===== config.mk =====
export PLATFORM = sky130hd
export DESIGN_NAME = least_squares_line_predictor
export DESIGN_NICKNAME = d
export VERILOG_FILES = /design/src/lslp_pkg.sv /design/src/lslp_cell.sv /design/src/lslp_mac.sv /design/src/least_squares_line_predictor.sv
export SDC_FILE = /design/constraint.sdc
export NUM_CORES = 2
export LEC_CHECK = 0
export BUFFER_PORTS_ARGS = -buffer_cell sky130_fd_sc_hd__buf_2
export CAP_MARGIN = 20
export CORE_ASPECT_RATIO = 0.75
export CORE_MARGIN = 2
export CORE_UTILIZATION = 53
export CTS_CLUSTER_SIZE = 24
export DETAILED_ROUTE_END_ITERATION = 8
export PLACE_DENSITY = 0.72
export SLEW_MARGIN = 20
export SYNTH_ARGS = -nofsm -noshare
export SYNTH_HDL_FRONTEND = slang
export SYNTH_SLANG_ARGS = --single-unit

===== constraint.sdc =====
create_clock -name i_clk -period 13 [get_ports i_clk]
set_input_delay 1.95 -clock i_clk [delete_from_list [all_inputs] [get_ports i_clk]]
set_output_delay 1.95 -clock i_clk [all_outputs]
set_load 0.03 [all_outputs]

===== src/lslp_pkg.sv =====
package lslp_pkg;

    localparam int SAMPLE_W = 32;
    // Tap weights are Q.20; |w| <= 4/3 for any window of 3 or more.
    localparam int FRAC_W   = 20;
    localparam int WEIGHT_W = 23;
    localparam int PROD_W   = SAMPLE_W + WEIGHT_W;
    localparam int ACC_W    = 64;

    typedef struct packed {
        logic mul_en;   // operand and weight valid this cycle
        logic first;    // first tap of an item: restart the sum
    } t_mac_ctl;

    typedef enum logic [3:0] {
        S_IDLE  = 4'b0001,
        S_RUN   = 4'b0010,
        S_DRAIN = 4'b0100,
        S_FIN   = 4'b1000
    } t_state;

endpackage


===== src/lslp_cell.sv =====
module lslp_cell
    import lslp_pkg::*;
(
    input  logic                       i_clk,
    input  logic                       i_rst_n,
    input  logic                       i_shift,
    input  logic signed [SAMPLE_W-1:0] i_d,
    output logic signed [SAMPLE_W-1:0] o_q
);

    logic signed [SAMPLE_W-1:0] r_q;
    logic signed [SAMPLE_W-1:0] n_q;

    always_comb begin
        n_q = i_shift ? i_d : r_q;
    end

    always_ff @(posedge i_clk) begin
        if (!i_rst_n) begin
            r_q <= '0;
        end else begin
            r_q <= n_q;
        end
    end

    assign o_q = r_q;

endmodule


===== src/lslp_mac.sv =====
module lslp_mac
    import lslp_pkg::*;
(
    input  logic                       i_clk,
    input  logic                       i_rst_n,
    input  t_mac_ctl                   i_ctl,
    input  logic signed [SAMPLE_W-1:0] i_operand,
    input  logic signed [WEIGHT_W-1:0] i_weight,
    output logic signed [SAMPLE_W-1:0] o_result
);

    localparam logic signed [ACC_W-1:0] HALF   = ACC_W'(1) << (FRAC_W - 1);
    localparam logic signed [ACC_W-1:0] SAT_HI =
        {{(ACC_W - SAMPLE_W + 1){1'b0}}, {(SAMPLE_W - 1){1'b1}}};
    localparam logic signed [ACC_W-1:0] SAT_LO = ~SAT_HI;

    logic signed [PROD_W-1:0] r_prod;
    logic                     r_pv;
    logic                     r_pfirst;
    logic signed [ACC_W-1:0]  r_acc;
    logic signed [ACC_W-1:0]  n_acc;
    logic signed [ACC_W-1:0]  rnd;
    logic signed [ACC_W-1:0]  quo;

    always_ff @(posedge i_clk) begin
        if (!i_rst_n) begin
            r_pv     <= 1'b0;
            r_pfirst <= 1'b0;
        end else begin
            r_pv     <= i_ctl.mul_en;
            r_pfirst <= i_ctl.first;
        end
    end

    always_ff @(posedge i_clk) begin
        if (i_ctl.mul_en) begin
            r_prod <= i_operand * i_weight;
        end
    end

    always_comb begin
        n_acc = r_acc;
        if (r_pv) begin
            n_acc = r_pfirst ? ACC_W'(r_prod) : r_acc + ACC_W'(r_prod);
        end
    end

    always_ff @(posedge i_clk) begin
        r_acc <= n_acc;
    end

    // round half up, then clamp to the 32-bit range
    always_comb begin
        rnd = r_acc + HALF;
        quo = rnd >>> FRAC_W;
        if (quo > SAT_HI) begin
            o_result = SAMPLE_W'(SAT_HI);
        end else if (quo < SAT_LO) begin
            o_result = SAMPLE_W'(SAT_LO);
        end else begin
            o_result = SAMPLE_W'(quo);
        end
    end

endmodule


===== src/least_squares_line_predictor.sv =====
// One-step-ahead least-squares line predictor over a sliding window.
// Input channel: i_in_valid / o_in_stall carry one signed sample per item.
// Output channel: o_out_valid / i_out_stall carry one prediction per item.
// Each item is fitted together with the WINDOW-1 previous samples and the
// line is evaluated one step past the newest sample; the result is rounded
// and saturated to 32 bits.
// The history sits in a chain of WINDOW-1 cells that shifts one cell per
// cycle while running, past a single multiplier: an item passes through the
// multiply steps (S_RUN), a step that folds in the last product (S_DRAIN)
// and a step that rounds the sum and loads it into the output register
// (S_FIN). The next item is taken in the cycle the result is loaded; an
// item is not accepted while the previous one is still in progress.
// The result waits in an output register while i_out_stall is high; a
// finished result waits in S_FIN, with o_in_stall high, until that register is free.
// Reset (synchronous, active low) clears the history to zero, drops any
// item in flight and any pending result; o_in_stall is high during reset.
module least_squares_line_predictor
    import lslp_pkg::*;
#(
    parameter int WINDOW = 8
) (
    input  logic                       i_clk,
    input  logic                       i_rst_n,
    input  logic                       i_in_valid,
    output logic                       o_in_stall,
    input  logic signed [SAMPLE_W-1:0] i_sample,
    output logic                       o_out_valid,
    input  logic                       i_out_stall,
    output logic signed [SAMPLE_W-1:0] o_prediction
);

    localparam int HIST   = WINDOW - 1;
    localparam int STEP_W = $clog2(WINDOW);

    logic signed [WEIGHT_W-1:0] w_tab [WINDOW];
    logic signed [SAMPLE_W-1:0] hist  [HIST];
    logic signed [SAMPLE_W-1:0] chain_in [HIST];

    t_state                     r_state;
    t_state                     n_state;
    logic [STEP_W-1:0]          r_step;
    logic [STEP_W-1:0]          n_step;
    logic signed [SAMPLE_W-1:0] r_sample;
    logic                       r_out_valid;
    logic                       n_out_valid;
    logic signed [SAMPLE_W-1:0] r_pred;

    logic                       last_step;
    logic                       out_free;
    logic                       in_acc;
    logic                       load_out;
    logic signed [SAMPLE_W-1:0] tail_in;
    logic signed [SAMPLE_W-1:0] operand;
    logic signed [SAMPLE_W-1:0] mac_result;
    t_mac_ctl                   mac_ctl;

    // Tap weights: w_i = 2*(3i - N + 1) / (N(N-1)) in Q.20, ties away from zero.
    for (genvar g = 0; g < WINDOW; g++) begin : g_wgt
        localparam longint Num = longint'(2 * (3 * g - WINDOW + 1)) *
                                 (longint'(1) <<< FRAC_W);
        localparam longint Den = longint'(WINDOW * (WINDOW - 1));
        localparam longint Wgt = (Num >= 0) ? (Num + Den / 2) / Den
                                            : -((-Num + Den / 2) / Den);
        assign w_tab[g] = WEIGHT_W'(Wgt);
    end

    assign last_step = (r_step == STEP_W'(WINDOW - 1));

    // Head cell feeds the multiplier and wraps to the tail; on the last tap
    // the new sample enters instead and the oldest one drops out.
    assign tail_in = last_step ? r_sample : hist[0];
    assign operand = last_step ? r_sample : hist[0];

    for (genvar g = 0; g < HIST; g++) begin : g_chain
        if (g == HIST - 1) begin : g_tail
            assign chain_in[g] = tail_in;
        end else begin : g_mid
            assign chain_in[g] = hist[g + 1];
        end
        lslp_cell u_cell (
            .i_clk   (i_clk),
            .i_rst_n (i_rst_n),
            .i_shift (r_state == S_RUN),
            .i_d     (chain_in[g]),
            .o_q     (hist[g])
        );
    end

    assign mac_ctl = '{mul_en: (r_state == S_RUN), first: (r_step == '0)};

    lslp_mac u_mac (
        .i_clk     (i_clk),
        .i_rst_n   (i_rst_n),
        .i_ctl     (mac_ctl),
        .i_operand (operand),
        .i_weight  (w_tab[r_step]),
        .o_result  (mac_result)
    );

    assign out_free   = !r_out_valid || !i_out_stall;
    assign load_out   = (r_state == S_FIN) && out_free;
    assign o_in_stall = !i_rst_n || !((r_state == S_IDLE) || load_out);
    assign in_acc     = i_in_valid && !o_in_stall;

    always_comb begin
        n_state     = r_state;
        n_step      = r_step;
        n_out_valid = r_out_valid && i_out_stall;
        unique case (r_state)
            S_IDLE: begin
                if (in_acc) begin
                    n_state = S_RUN;
                    n_step  = '0;
                end
            end
            S_RUN: begin
                if (last_step) begin
                    n_state = S_DRAIN;
                    n_step  = '0;
                end else begin
                    n_step = r_step + STEP_W'(1);
                end
            end
            S_DRAIN: begin
                n_state = S_FIN;
            end
            S_FIN: begin
                if (load_out) begin
                    n_out_valid = 1'b1;
                    n_state     = in_acc ? S_RUN : S_IDLE;
                    n_step      = '0;
                end
            end
            default: begin
                n_state = S_IDLE;
            end
        endcase
    end

    always_ff @(posedge i_clk) begin
        if (!i_rst_n) begin
            r_state     <= S_IDLE;
            r_step      <= '0;
            r_out_valid <= 1'b0;
        end else begin
            r_state     <= n_state;
            r_step      <= n_step;
            r_out_valid <= n_out_valid;
        end
    end

    always_ff @(posedge i_clk) begin
        if (in_acc) begin
            r_sample <= i_sample;
        end
        if (load_out) begin
            r_pred <= mac_result;
        end
    end

    assign o_out_valid  = r_out_valid;
    assign o_prediction = r_pred;

    a_accept_starts: assert property (@(posedge i_clk) disable iff (!i_rst_n)
        in_acc |=> (r_state == S_RUN) && (r_step == '0))
        else $error("accepted item did not start at the first tap");

    a_result_loaded: assert property (@(posedge i_clk) disable iff (!i_rst_n)
        load_out |=> o_out_valid)
        else $error("finished result not presented");

    a_step_range: assert property (@(posedge i_clk) disable iff (!i_rst_n)
        r_step <= STEP_W'(WINDOW - 1))
        else $error("tap counter out of range");

    a_drain_after_run: assert property (@(posedge i_clk) disable iff (!i_rst_n)
        (r_state == S_DRAIN) |-> $past(r_state == S_RUN && last_step))
        else $error("drain entered without finishing the taps");

    a_no_accept_busy: assert property (@(posedge i_clk) disable iff (!i_rst_n)
        (r_state == S_RUN || r_state == S_DRAIN) |-> o_in_stall)
        else $error("input open while taps are in progress");

endmodule

# Word level (Yosys, flattened, before mapping)
# Memory sizes are Yosys's and may differ from the RTL's.
# Cells that the tools add are included.
# W data, S select, Z words.
# totals
elab_cells	64
regBits	417
latchBits	0
mem_count	1
ramBits	0
rom_bits	184
# memory_table
memory	words	width	rd	rd_clocked_by_memory_dff	write_ports	line	source
(name not given)	8	23	1	0	0	least_squares_line_predictor.sv:96	.i_weight (w_tab[r_step]),
# classes
magnitude_cmp	3
div	0
shift	0
n_addsub	3
n_mul	1
n_reduce_logical	15
bitwise_logic	1
n_eq_ne	8
n_mux	16
# ops
op	n
$add A64 B21 Y64 const B	1
$add A64 B55 Y64	1
$mux W32	2
$mux W64	1
$mul A32 B23 Y55	1
$mux W23	2
$gt A44 B32 Y1 const B	1
$lt A44 B32 Y1 const B	1
$pmux W4 S4	1
$mux W4	3
$mux W3	3
$pmux W3 S3	1
$ne A2 B2 Y1 const B	3
$reduce_and A3 Y1	2
$logic_not A1 Y1	5
$eq A4 B1 Y1 const B	1
$eq A4 B2 Y1 const B	1
$eq A4 B3 Y1 const B	1
$eq A4 B4 Y1 const B	1
$ge A4 B4 Y1 const B	1
$not A3 Y4	1
$add A3 B1 Y3 const B	1
$eq A3 B3 Y1 const B	1
$logic_and A1 B1 Y1	3
other kinds (5)	8

# Depth between registers and ports, before layout
# depth
word_depth	11
ltp_mapped	32
depth_no_buf	29

# Hierarchy
# Synthesis repeated with hierarchy kept, for this count alone.
# unflattened
cells_unflattened	4820
hier_area_um2	47001.3
# by_module_without_submodules
mod	area_each_um2	instances	seq_area_each_um2	cells_each
lslp_mac	35388.9	1	3613.5	3931
lslp_cell	1243.7	7	640.6	103
least_squares_line_predictor	2906.5	1	2082.0	168

# Worst setup path after synthesis
# OpenSTA, ideal clock, no wires.
# synth_path
path_kind	register to register
start	register r_step[0]
end	register u_mac.r_prod[54], data pin
slack_ps	3563
stages_incl_launch_ff	31
t_arrival_ps	9171
cell_sequence	dfxtp_1 ha_1 ha_1 clkbuf_1 clkbuf_1 buf_1 mux2_2 nand2_1 inv_1 fa_1 inv_1 fa_1 inv_1 fa_1 fa_1 inv_1 fa_1 fa_1 inv_1 fa_1 inv_1 ha_1 and3_1 and4_1 and2_1 nand2_1 nor3_1 nor2_1 o41ai_1 o41ai_1 xnor2_1
# synth_via
elab_chain_len	5
word_cells_on_any_way	7
cone_classes	mul (1); eq/ne (1); mux (3); bitwise (1); memory (1)
# synth_lines
element	line	source
start, declared	least_squares_line_predictor.sv:41	logic [STEP_W-1:0] r_step;
start signal, assigned	least_squares_line_predictor.sv:147	r_step <= n_step;
$not A3 Y4 (implied by the code)	least_squares_line_predictor.sv:96	
$mem_v2 Z8 W23	n/a	
$mux W23 (implied by the code) (2 in a row)	least_squares_line_predictor.sv:96	
$mul A32 B23 Y55 *	lslp_mac.sv:37	r_prod <= i_operand * i_weight;
end signal, assigned	lslp_mac.sv:37	
end, declared	lslp_mac.sv:17	logic signed [PROD_W-1:0] r_prod;
# Every way passes the cells marked *; elsewhere a longest branch is shown, timed or not. The select of a mux whose other input is x is not followed.
# A chain may end at the register's enable or synchronous reset.

# Worst setup path in the final report
# layout_path
start	register r_step[2]
end	register u_mac.r_prod[54], data pin
# The elaborated chain is that of the path after synthesis.

==> impl_metrics.tcl <==
set metrics [dict create \
    run_status "finished, final reports clean" \
    avgViaCountPerCell 5.48 \
    cts_tree "built" \
    fmaxAchievable_mhz 103 \
    cts_buffers 43 \
    r2r_end "u_mac.r_prod[54]$_DFFE_PP_" \
    fin_tns_setup_ns 0 \
    slowest_delay_ns 0.76 \
    hpwlAfterDp_um 80300 \
    worst-setup-path-type "register to register" \
    htreeDepth 2 \
    tightest_slew_ns 1.08 \
    cp-end-kind "register" \
    die_area_um2 80300 \
    setup_violations 0 \
    seq_area_um2 10200 \
    worst_ep_arrival_time_ns 10.04 \
    via_count 29800 \
    rr_worst_depth 24 \
    synth_cell_types 88 \
    synth_edf_count 183 \
    layout_common_cells "inv_1 (773), nand2_1 (742), fa_1 (612), dfxtp_1 (232), ha_1 (209)" \
    report.final.slew_viol_count 0 \
    ys_seq_area_share_pct 24.6 \
    core_um2 77100 \
    hp-start "g_chain[3].u_cell.o_q[16]$_SDFFE_PN0P_" \
    ctsResizeCount 0 \
    io_buffers 69 \
    hp-class "register to register" \
    grt_max_degree 125 \
    rows 88 \
    async_flop_share_pct 0 \
    fillers 6769 \
    peakVddDrop_mv 0.0932 \
    relSlewSlack_pct 27.8 \
    rr_startpoint "r_step[2]$_SDFFE_PN0P_" \
    fin_crit_sh_pct 74.7 \
    rsz0062_at_grt "false" \
    start_kind "register" \
    cts_buffer_depth 3 \
    syn-num-nets 5254 \
    first_pass_iters 5 \
    syn_to_final_growth_pct 6.54 \
    cp_cell_sequence "ha_4 -> buf_4 -> mux2_2 -> nand2_1 -> fa_1 -> inv_1 -> fa_1 -> fa_1 -> fa_1 -> fa_1 -> fa_1 -> inv_1 -> fa_1 -> inv_1 -> ha_1 -> and3_1 -> nand4_1 -> nor2_1 -> nand3_1 -> o211ai_1 -> o21ai_0 -> o41ai_1 -> o41ai_1 -> xnor2_1" \
    yosysTopAreaCell "fa_1" \
    crit_fanout 53 \
    power_w 0.00279 \
    synth_ff_type "dfxtp_1" \
    io_pins 70 \
    drc 0 \
    hold_depth 2 \
    synth_top_area_share_pct 29.6 \
    ctsHoldBuffers 0 \
    final_common_cell "inv_1" \
    multiInputGateArea_um2 27600 \
    grt_pass1_vias 30300 \
    place_congestion 0.997 \
    path_clk_slew_ns 0.06 \
    whs_endpoint "g_chain[2].u_cell.o_q[16]$_SDFFE_PN0P_" \
    max_cap_violations 0 \
    ff2ff_setup_slack_ns 3.29 \
    drtIter0Drc 2621 \
    clk_latency_ns 0.61 \
    post_cts_buffers 0 \
    clkSinkCount 417 \
    avgSynthCellArea_um2 9.41 \
    antenna_found_initial 1 \
    gr-usage-all-layers_pct 25.6 \
    wl_um 98800 \
    ant_nets 0 \
    wire_per_inst_um 18.2 \
    yosysWarnings 0 \
    die_y_um 246 \
    path_common_cell "fa_1" \
    required_ns 13.32 \
    synth_cells 4396 \
    drive_gt1_share_pct 6.05 \
    grt_pass1_wl_um 162000 \
    die_w_um 327 \
    worst_slack_ns 3.29 \
    initial_core_util_pct 53.7 \
    clock-root-buffer "clkbuf_16" \
    dpl_worst_slack_ns 3.45 \
    final-hold-violation-count 0 \
    skew_ns 0.0342 \
    fin_crit_ns 9.71 \
    yosys-top-cells-area "fa_1 (30%), edfxtp_1 (13%), dfxtp_1 (11%)" \
    netlist_area_um2 41400 \
    nets 5222 \
    cpMaxStageDelayCell "o41ai_1" \
    gr-total-overflow 0 \
    ys_ff_latch 417 \
    pwr_density_cell_nw_per_um2 63.4 \
    p_leak_nw 19.8 \
]
==> power by group <==
part | internal, W | total, W | leakage (nW) | switching, W
combinational | 0.0000406 | 0.000111 | 15.6 | 0.0000706
sequential | 0.00138 | 0.00139 | 3.56 | 0.0000133
clock | 0.000743 | 0.00129 | 0.728 | 0.000549
==> area by class of cell <==
class,count,area share (%)
Antenna cell,3,0.0170
Clock buffer,58,2.83
Clock inverter,20,0.537
Inverter,775,6.62
Multi-Input combinational cell,3034,62.7
Sequential cell,417,23.1
Tap cell,1035,2.94
Timing Repair Buffer,93,1.25
==> per-layer routing <==
layer  GRT usage, %  wire, µm  share of wire (%)  up-vias
met2           39.5     43700                 44      929
met4           6.04      2170                2.2        0
met5              0         0                  0        -
met3           6.44      8630                8.7      129
met1           36.3     44300                 45    14700
li1               -         -                  -    14000
==> state kept, by name, indices dropped and copies added, names as in the netlist <==
name                count
u_mac.r_acc            64
o_out_valid             1
r_sample               32
r_state                 4
g_chain.u_cell.o_q    224
u_mac.r_pv              1
o_prediction           32
u_mac.r_pfirst          1
u_mac.r_prod           55
r_step                  3
==> through the flow <==
stage	utilization, %	hold WS [ns]	cell area (µm²)	cells
4_1_cts	57.1	0.463	44000	5431
3_3_place_gp	55.2	0.449	42600	5353
3_5_place_dp	55.2	0.458	42600	5353
5_1_grt	57.2	0.477	44100	5432
2_1_floorplan	-	0.441	41400	4396
6_report	57.2	0.455	44100	5435
==> cells by family (layout without fill, tap and decap cells) <==
| logic type | after synthesis | after routing | synth area share (%) |
|---|---|---|---|
| simple gates | 1219 | 1219 | 12.9 |
| other cells | 0 | 3 | 0 |
| fa+ha+maj | 822 | 822 | 36.0 |
| buf+inv | 945 | 946 | 8.70 |
| mux | 72 | 72 | 1.85 |
| xor+xnor | 153 | 153 | 3.24 |
| flops | 417 | 417 | 24.6 |
| compound gates | 768 | 768 | 12.7 |
==> worst max-delay path: cells and delay by family (launching register included) <==
kind                       cells  cell delay, ns
adders and majority gates      9            4.66
AOI/OAI and AO/OA              4            1.78
buffers and inverters          4            0.91
and+or+nand+nor                5            0.73
DFF                            1            0.70
muxes                          1            0.42
xor gates and xnor gates       1            0.16
==> worst max path at each step <==
stage | from | to | cells past startpoint | slack, ns
floorplan | r_step[0]$_SDFFE_PN0P_ | u_mac.r_prod[54]$_DFFE_PP_ | 30 | 3.56
global placement | r_step[1]$_SDFFE_PN0P_ | u_mac.r_prod[54]$_DFFE_PP_ | 25 | 3.68
detailed placement | r_step[1]$_SDFFE_PN0P_ | u_mac.r_prod[54]$_DFFE_PP_ | 25 | 3.45
CTS | r_step[1]$_SDFFE_PN0P_ | u_mac.r_prod[54]$_DFFE_PP_ | 25 | 3.39
global route | r_step[2]$_SDFFE_PN0P_ | u_mac.r_prod[52]$_DFFE_PP_ | 24 | 2.78
finish | r_step[2]$_SDFFE_PN0P_ | u_mac.r_prod[54]$_DFFE_PP_ | 24 | 3.29
==> cell usage after synthesis (9+ instances only) <==
| cell type | number |
|---|---|
| o21ai_1 | 19 |
| o21ai_0 | 111 |
| nand2b_1 | 16 |
| a21o_1 | 78 |
| o211a_1 | 32 |
| nor2_1 | 193 |
| o21ai_2 | 20 |
| a211oi_1 | 18 |
| edfxtp_1 | 183 |
| or2_2 | 13 |
| fa_1 | 612 |
| ha_1 | 210 |
| a31oi_1 | 17 |
| and2_1 | 48 |
| clkbuf_1 | 149 |
| mux2i_1 | 36 |
| nor2b_1 | 17 |
| nand3_1 | 45 |
| inv_1 | 773 |
| mux2_2 | 36 |
| nor3_1 | 27 |
| a21boi_0 | 197 |
| xor2_1 | 56 |
| nand2_1 | 742 |
| and3_1 | 33 |
| o31ai_1 | 10 |
| dfxtp_1 | 234 |
| o21a_1 | 17 |
| o211ai_1 | 17 |
| nor3b_1 | 10 |
| xnor2_1 | 97 |
| a21oi_1 | 153 |
| o21bai_1 | 18 |
| buf_1 | 9 |
| nand4_1 | 36 |
(Power assumes the default switching activity.)
